File: src/sv/mpcs_pkg.sv
// Shared types and register index codes for the motor PWM command shaper.
package mpcs_pkg;

  localparam int NUM_CH_REGS = 3;
  localparam int CFG_IDX_W   = 3;
  localparam int CFG_DATA_W  = 16;
  localparam int CMD_W       = 16;
  localparam int MAXD_W      = 15;
  localparam int DUTY_W      = 12;

  localparam logic [CFG_IDX_W-1:0] REG_MAX_DUTY_CH0      = 3'd0;
  localparam logic [CFG_IDX_W-1:0] REG_MAX_DUTY_CH1      = 3'd1;
  localparam logic [CFG_IDX_W-1:0] REG_MAX_DUTY_CH2      = 3'd2;
  localparam logic [CFG_IDX_W-1:0] REG_DEADBAND_CH0      = 3'd3;
  localparam logic [CFG_IDX_W-1:0] REG_DEADBAND_CH1      = 3'd4;
  localparam logic [CFG_IDX_W-1:0] REG_DEADBAND_CH2      = 3'd5;
  localparam logic [CFG_IDX_W-1:0] REG_FORWARD_SIGN_MASK = 3'd6;

  typedef struct packed {
    logic [NUM_CH_REGS-1:0][MAXD_W-1:0] max_duty;
    logic [NUM_CH_REGS-1:0][CMD_W-1:0]  deadband;
    logic [NUM_CH_REGS-1:0]             forward_sign_mask;
  } cfg_t;

  // One word in flight between pipeline stages.
  typedef struct packed {
    logic              valid;
    logic [1:0]        channel;
    logic              neg;
    logic              pos;
    logic [CMD_W-1:0]  mag;
    logic [MAXD_W-1:0] pmax;
    logic [CMD_W-1:0]  deadband;
  } stage_t;

endpackage

File: src/sv/mpcs_front.sv
// First stage: register lookup, end-of-travel zeroing and magnitude.
module mpcs_front #(
  parameter int CHANNELS = 3
) (
  input  logic                        clk,
  input  logic                        rst,
  input  logic                        accept,
  input  logic [1:0]                  channel,
  input  logic signed [mpcs_pkg::CMD_W-1:0] command,
  input  logic                        at_lower_limit,
  input  logic                        at_upper_limit,
  input  mpcs_pkg::cfg_t              cfg,
  output mpcs_pkg::stage_t            q
);

  logic                         ch_ok;
  logic [mpcs_pkg::MAXD_W-1:0]  pmax;
  logic [mpcs_pkg::CMD_W-1:0]   db;
  logic                         fwd;
  logic                         neg;
  logic                         pos;
  logic                         kill;
  logic [mpcs_pkg::CMD_W-1:0]   mag;

  always_comb begin
    ch_ok = (int'(channel) < CHANNELS);
    pmax  = '0;
    db    = '0;
    fwd   = 1'b0;
    case (channel)
      2'd0: begin
        pmax = cfg.max_duty[0];
        db   = cfg.deadband[0];
        fwd  = cfg.forward_sign_mask[0];
      end
      2'd1: begin
        pmax = cfg.max_duty[1];
        db   = cfg.deadband[1];
        fwd  = cfg.forward_sign_mask[1];
      end
      2'd2: begin
        pmax = cfg.max_duty[2];
        db   = cfg.deadband[2];
        fwd  = cfg.forward_sign_mask[2];
      end
      default: begin
        pmax = '0;
      end
    endcase
    if (!ch_ok) begin
      pmax = '0;
      db   = '0;
      fwd  = 1'b0;
    end
    neg  = command[mpcs_pkg::CMD_W-1];
    pos  = !neg && (command != '0);
    // Drop any command that pushes further into an end stop.
    kill = (at_lower_limit && ((neg && fwd) || (pos && !fwd))) ||
           (at_upper_limit && ((pos && fwd) || (neg && !fwd)));
    if (kill) begin
      mag = '0;
    end else if (neg) begin
      mag = mpcs_pkg::CMD_W'(-command);
    end else begin
      mag = mpcs_pkg::CMD_W'(command);
    end
  end

  always_ff @(posedge clk) begin
    if (rst) begin
      q.valid <= 1'b0;
    end else begin
      q.valid <= accept;
    end
    q.channel  <= channel;
    q.neg      <= neg;
    q.pos      <= pos;
    q.mag      <= mag;
    q.pmax     <= pmax;
    q.deadband <= db;
  end

endmodule

File: src/sv/mpcs_deadband.sv
// Second stage: deadband threshold or offset on the magnitude.
module mpcs_deadband (
  input  logic             clk,
  input  logic             rst,
  input  mpcs_pkg::stage_t d,
  output mpcs_pkg::stage_t q
);

  logic signed [mpcs_pkg::CMD_W:0] db_ext;
  logic [mpcs_pkg::CMD_W:0]        thr;
  logic [mpcs_pkg::CMD_W-1:0]      mag;

  always_comb begin
    db_ext = {d.deadband[mpcs_pkg::CMD_W-1], d.deadband};
    thr    = (mpcs_pkg::CMD_W+1)'(-db_ext);
    mag    = d.mag;
    if (d.mag != '0) begin
      if (db_ext < 0) begin
        if ({1'b0, d.mag} < thr) begin
          mag = '0;
        end
      end else begin
        // Both terms stay below 2^15 plus one, so the sum fits.
        mag = d.mag + d.deadband;
      end
    end
  end

  always_ff @(posedge clk) begin
    if (rst) begin
      q.valid <= 1'b0;
    end else begin
      q.valid <= d.valid;
    end
    q.channel  <= d.channel;
    q.neg      <= d.neg;
    q.pos      <= d.pos;
    q.mag      <= mag;
    q.pmax     <= d.pmax;
    q.deadband <= d.deadband;
  end

endmodule

File: src/sv/mpcs_clamp.sv
// Third stage: duty clamping, inversion and reported command.
module mpcs_clamp #(
  parameter int FULL_DUTY = 4095,
  parameter int MIN_DUTY  = 0
) (
  input  logic                              clk,
  input  logic                              rst,
  input  mpcs_pkg::stage_t                  d,
  output logic                              done,
  output logic [1:0]                        out_channel,
  output logic [mpcs_pkg::DUTY_W-1:0]       duty,
  output logic                              direction,
  output logic signed [mpcs_pkg::CMD_W-1:0] reported_command
);

  localparam int AW = mpcs_pkg::CMD_W + 2;
  localparam logic signed [AW-1:0] FULL_S = AW'(FULL_DUTY);
  localparam logic signed [AW-1:0] MIN_S  = AW'(MIN_DUTY);

  logic signed [AW-1:0]       mag_s;
  logic signed [AW-1:0]       pmax_s;
  logic signed [AW-1:0]       pm;
  logic signed [AW-1:0]       x;
  logic signed [AW-1:0]       lo;
  logic signed [AW-1:0]       hi;
  logic signed [AW-1:0]       duty_s;
  logic [mpcs_pkg::CMD_W-1:0] rep_mag;
  logic [mpcs_pkg::CMD_W-1:0] rep;

  always_comb begin
    mag_s  = AW'({2'b00, d.mag});
    pmax_s = AW'({3'b000, d.pmax});
    pm     = (pmax_s < FULL_S) ? pmax_s : FULL_S;
    if (pm < MIN_S) begin
      pm = MIN_S;
    end
    if (d.neg) begin
      x  = FULL_S - mag_s;
      lo = FULL_S - pm;
      hi = FULL_S - MIN_S;
    end else begin
      x  = mag_s;
      lo = MIN_S;
      hi = pm;
    end
    if (x < lo) begin
      duty_s = lo;
    end else if (x > hi) begin
      duty_s = hi;
    end else begin
      duty_s = x;
    end
    rep_mag = (d.mag > {1'b0, d.pmax}) ? {1'b0, d.pmax} : d.mag;
    if (d.neg) begin
      rep = -rep_mag;
    end else if (d.pos) begin
      rep = rep_mag;
    end else begin
      rep = '0;
    end
  end

  always_ff @(posedge clk) begin
    if (rst) begin
      done <= 1'b0;
    end else begin
      done <= d.valid;
    end
    out_channel      <= d.channel;
    duty             <= duty_s[mpcs_pkg::DUTY_W-1:0];
    direction        <= !d.pos;
    reported_command <= rep;
  end

endmodule

File: src/sv/motor_pwm_command_shaper.sv
// Top level of the motor PWM command shaper: configuration registers and pipeline.
//
// Usage: raise start with channel, command and the two end-of-travel flags;
// the word is taken at any rising edge where start is high and busy is low.
// busy is high only while rst is held, so a new word can be issued on every
// cycle. Each word yields exactly one result, shown for one cycle with done
// high, once it has passed three registered stages: the front stage looks up the
// channel registers and zeroes commands pushing into an end stop, the second
// stage applies the deadband, and the third clamps the duty and forms the
// reported command. The rate is one word per cycle, set by the three
// registered stages, each of which takes a new word every clock.
//
// Configuration goes through its own write channel (cfg_valid/cfg_ready,
// cfg_index, cfg_data); cfg_ready is always high. Index 0-2 sets the channel
// maximum duty, 3-5 the deadband, 6 the forward-sign mask; index 7 is
// ignored. Write registers only when no words are in flight.
//
// Reset (rst, synchronous) clears the configuration registers to zero and empties the
// pipeline. The receiver cannot stall: results must be taken as they appear.
module motor_pwm_command_shaper #(
  parameter int FULL_DUTY = 4095,
  parameter int MIN_DUTY  = 0,
  parameter int CHANNELS  = 3
) (
  input  logic                                   clk,
  input  logic                                   rst,
  input  logic                                   start,
  output logic                                   busy,
  input  logic [1:0]                             channel,
  input  logic signed [mpcs_pkg::CMD_W-1:0]      command,
  input  logic                                   at_lower_limit,
  input  logic                                   at_upper_limit,
  input  logic                                   cfg_valid,
  output logic                                   cfg_ready,
  input  logic [mpcs_pkg::CFG_IDX_W-1:0]         cfg_index,
  input  logic [mpcs_pkg::CFG_DATA_W-1:0]        cfg_data,
  output logic                                   done,
  output logic [1:0]                             out_channel,
  output logic [mpcs_pkg::DUTY_W-1:0]            duty,
  output logic                                   direction,
  output logic signed [mpcs_pkg::CMD_W-1:0]      reported_command
);

  mpcs_pkg::cfg_t   cfg;
  mpcs_pkg::stage_t s1;
  mpcs_pkg::stage_t s2;
  logic             accept;

  assign busy      = rst;
  assign cfg_ready = 1'b1;
  assign accept    = start && !busy;

  // Register file; writes beyond the last index fall through untouched.
  always_ff @(posedge clk) begin
    if (rst) begin
      cfg <= '0;
    end else if (cfg_valid && cfg_ready) begin
      unique case (cfg_index)
        mpcs_pkg::REG_MAX_DUTY_CH0: cfg.max_duty[0] <= cfg_data[mpcs_pkg::MAXD_W-1:0];
        mpcs_pkg::REG_MAX_DUTY_CH1: cfg.max_duty[1] <= cfg_data[mpcs_pkg::MAXD_W-1:0];
        mpcs_pkg::REG_MAX_DUTY_CH2: cfg.max_duty[2] <= cfg_data[mpcs_pkg::MAXD_W-1:0];
        mpcs_pkg::REG_DEADBAND_CH0: cfg.deadband[0] <= cfg_data;
        mpcs_pkg::REG_DEADBAND_CH1: cfg.deadband[1] <= cfg_data;
        mpcs_pkg::REG_DEADBAND_CH2: cfg.deadband[2] <= cfg_data;
        mpcs_pkg::REG_FORWARD_SIGN_MASK: begin
          cfg.forward_sign_mask <= cfg_data[mpcs_pkg::NUM_CH_REGS-1:0];
        end
        default: begin
          cfg <= cfg;
        end
      endcase
    end
  end

  mpcs_front #(
    .CHANNELS(CHANNELS)
  ) u_front (
    .clk            (clk),
    .rst            (rst),
    .accept         (accept),
    .channel        (channel),
    .command        (command),
    .at_lower_limit (at_lower_limit),
    .at_upper_limit (at_upper_limit),
    .cfg            (cfg),
    .q              (s1)
  );

  mpcs_deadband u_deadband (
    .clk (clk),
    .rst (rst),
    .d   (s1),
    .q   (s2)
  );

  mpcs_clamp #(
    .FULL_DUTY(FULL_DUTY),
    .MIN_DUTY (MIN_DUTY)
  ) u_clamp (
    .clk              (clk),
    .rst              (rst),
    .d                (s2),
    .done             (done),
    .out_channel      (out_channel),
    .duty             (duty),
    .direction        (direction),
    .reported_command (reported_command)
  );

endmodule

File: config.mk
export PLATFORM = sky130hd
export DESIGN_NAME = motor_pwm_command_shaper
export DESIGN_NICKNAME = d
export VERILOG_FILES = /design/src/sv/mpcs_pkg.sv /design/src/sv/mpcs_front.sv /design/src/sv/mpcs_deadband.sv /design/src/sv/mpcs_clamp.sv /design/src/sv/motor_pwm_command_shaper.sv
export SDC_FILE = /design/constraint.sdc
export NUM_CORES = 1
export LEC_CHECK = 0
export ABC_AREA = 1
export BUFFER_PORTS_ARGS = -buffer_cell sky130_fd_sc_hd__buf_4
export CAP_MARGIN = 30
export CORE_MARGIN = 2
export CORE_UTILIZATION = 57
export DETAILED_ROUTE_END_ITERATION = 12
export PLACE_DENSITY = 0.75
export SLEW_MARGIN = 20
export SYNTH_ARGS = -nofsm -noshare
export SYNTH_HDL_FRONTEND = slang
export SYNTH_HIERARCHICAL = 1
export SYNTH_SLANG_ARGS = --single-unit
File: constraint.sdc
create_clock -name clk -period 7.5 [get_ports clk]
set_input_delay 1.5 -clock clk [delete_from_list [all_inputs] [get_ports clk]]
set_output_delay 1.5 -clock clk [all_outputs]
set_load 0.01 [all_outputs]
==> results.toml <==
[cells_and_area]
final_cells = 2141
layout.nets = 1977
fin_util = 0.653
layout-drive-gt1-share = 0.115
syn_to_final_growth_pct = 11.9
num_antenna_cells = 0

[worst_hold_path]
min_from = "u_front/q[19]$_SDFF_PP0_"
hold_class = "register to register"
holdPathEnd = "u_deadband/q[19]$_DFF_P_"
whs_path_depth = 0

[clock_network]
cts_resized = 0
cts.reportedPaths.clkPinSlew_ps = 60
postCtsHoldBufs = 0
insertion_delay_ps = 530
clock_sinks = 216
cts_buffer_depth = 3
cts_root_buf = "clkbuf_16"
numCtsBuffers = 24
tritoncts = "yes"
postCtsSetupRepairBufs = 0
htree_levels = 1

[setup_path]
crit_type = "register to register"
r2r_cells = 16
r2r-start = "u_deadband/q[28]$_DFF_P_"
critPathMaxFanout = 19
reg2reg_slack_ps = 3760
critPathArrivalTime_ps = 4160
cp.required_ps = 7920
timing.rr.end = "u_clamp/duty[0]$_DFF_P_"
path_cells = "inv_1, nand2_1, inv_1, nand2_1, nor3_1, inv_1, ha_1, nand2_1, nor4_1, nand3b_1, nand3_1, nand2_1, nand2_1, clkinv_1, nand2_1, o21ai_1"
crit_start = "u_deadband/q[28]$_DFF_P_"
endpoint_kind = "register"
slowest_delay_ps = 500
startpoint_type = "register"
crit_path_frequent_cell = "nand2_1"
crit_slowest_cell = "nor3_1"

[route]
post_drt_wl_per_cell_um = 14.9
vias = 11457
first_pass_iters = 5
via_per_inst = 5.35
drc = 0
ant_nets = 0
drtIter0Drc = 750
wirelength_mm = 31.8

[floorplan]
io_pins = 77
start_util = 0.584
die_y_um = 151
dieArea_mm2 = 0.0228
dieWidth_um = 151
rows = 53
coreArea_mm2 = 0.0211

[synth]
yosys_warnings = 6
synthesis.instances = 1807
netlist_area_mm2 = 0.0123
avgSynthCellArea_um2 = 6.81

[grt]
grt_pass1_vias = 10756
antenna_found_initial = 0
grt_first_pass_wirelength_mm = 52.2
gr-total-overflow = 0
grt_usage = 0.283
grt_max_degree = 97

[pwr]
p_per_area_mw_per_mm2 = 265
p_leak_nw = 6.60
peakVddDrop_uv = 166

[sta]
tightestPinTransition_ps = 991
fin_crit_ps = 3740
rsz0062_at_grt = "false"
finClkSkew_ps = 23.6
fin_crit_sh = 0.498
hold_viol_final = 0
maxSlewViolCount = 0
timing.fmax_mhz = 268
finalSetupViolations = 0
maxSlewHeadroom = 0.339
finalSetupTns_ps = 0

[placed_design]
numPortBuffers = 75
hpwl_mm = 22.2
gp_congestion = 0.957
dpl.cell_count = 2098

[job]
max_cap_viol_count = 0

[outcome]
status = "finished clean"
## through the flow
step           power (mW)  worst slack [ps]  instance area (um^2)  hold slack, ps
2_1_floorplan        2.11              4380                 12300             310
3_3_place_gp         2.40              3830                 12900             310
3_5_place_dp         2.42              3810                 12900             312
4_1_cts              3.66              3800                 13800             326
5_1_grt              3.87              3350                 13800             335
6_report             3.65              3760                 13800             326
## layout make-up
class	instances	area [um^2]
fillers	1931	7320
multi-input cells	1347	6960
flip-flops and latches	216	4330
inverters	176	662
clock buffers	28	646
repair buffers	84	631
well taps	275	344
clock inverters	15	204
## state kept, by name, indices dropped and copies added, names as in the netlist
register and cells:
u_clamp/duty 12, u_clamp/reported_command 16, u_clamp/done 1, cfg 96
u_clamp/direction 1, u_clamp/out_channel 2, u_deadband/q 36, u_front/q 52
## layout by cell type, fill, tap and decap left out, types with 2 or more instances in the layout
cell / n
inv_2: 6
nor2_2: 19
conb_1: 10
a21o_1: 2
nand2_1: 420
clkinv_2: 5
clkbuf_8: 3
o21ai_0: 35
nand3b_1: 4
nand4_1: 10
buf_4: 84
o21bai_1: 2
clkbuf_16: 24
o21ai_2: 2
xnor2_1: 18
nor2_1: 291
nor2_4: 10
o21a_1: 2
bufinv_16: 4
nor4_1: 6
nand3_2: 12
nand3_1: 276
inv_1: 168
nor3_1: 27
nand2_4: 3
nand2_2: 18
or2_2: 3
a21oi_2: 10
dfxtp_1: 215
clkinvlp_4: 4
xor2_1: 20
a21oi_1: 48
o21ai_1: 4
ha_1: 84
## routing by layer
metal / GRT usage / part of all wire / up-vias
met5: 0 / 0 / -
met4: 0.108 / 0.033 / 0
met3: 0.0313 / 0.068 / 74
met2: 0.488 / 0.48 / 410
met1: 0.365 / 0.42 / 5127
li1: - / - / 5846
## how the worst max path moves through the flow
stage | to | slack (ps)
floorplan | busy | 4380
global placement | u_clamp/duty[0]$_DFF_P_ | 3830
detailed placement | u_clamp/duty[0]$_DFF_P_ | 3810
CTS | u_clamp/duty[0]$_DFF_P_ | 3800
global route | u_clamp/duty[8]$_DFF_P_ | 3350
finish | u_clamp/duty[0]$_DFF_P_ | 3760
## worst max-delay path: cells and delay by family, from the launching register on
kind,cells,cell delay [ps]
fa+ha+maj,1,290
simple gates,10,2250
compound gates,1,70
buf+inv,4,710
flops,1,300
## power by group
| part | switching (mW) | total (mW) | internal [mW] | leakage [nW] |
|---|---|---|---|---|
| Sequential | 0.0713 | 1.34 | 1.27 | 1.77 |
| Combinational | 0.659 | 1.06 | 0.400 | 4.42 |
| Clock | 0.486 | 1.24 | 0.758 | 0.407 |
| Total | 1.22 | 3.65 | 2.43 | 6.60 |
Note: power is estimated with default switching activity, not from simulation.
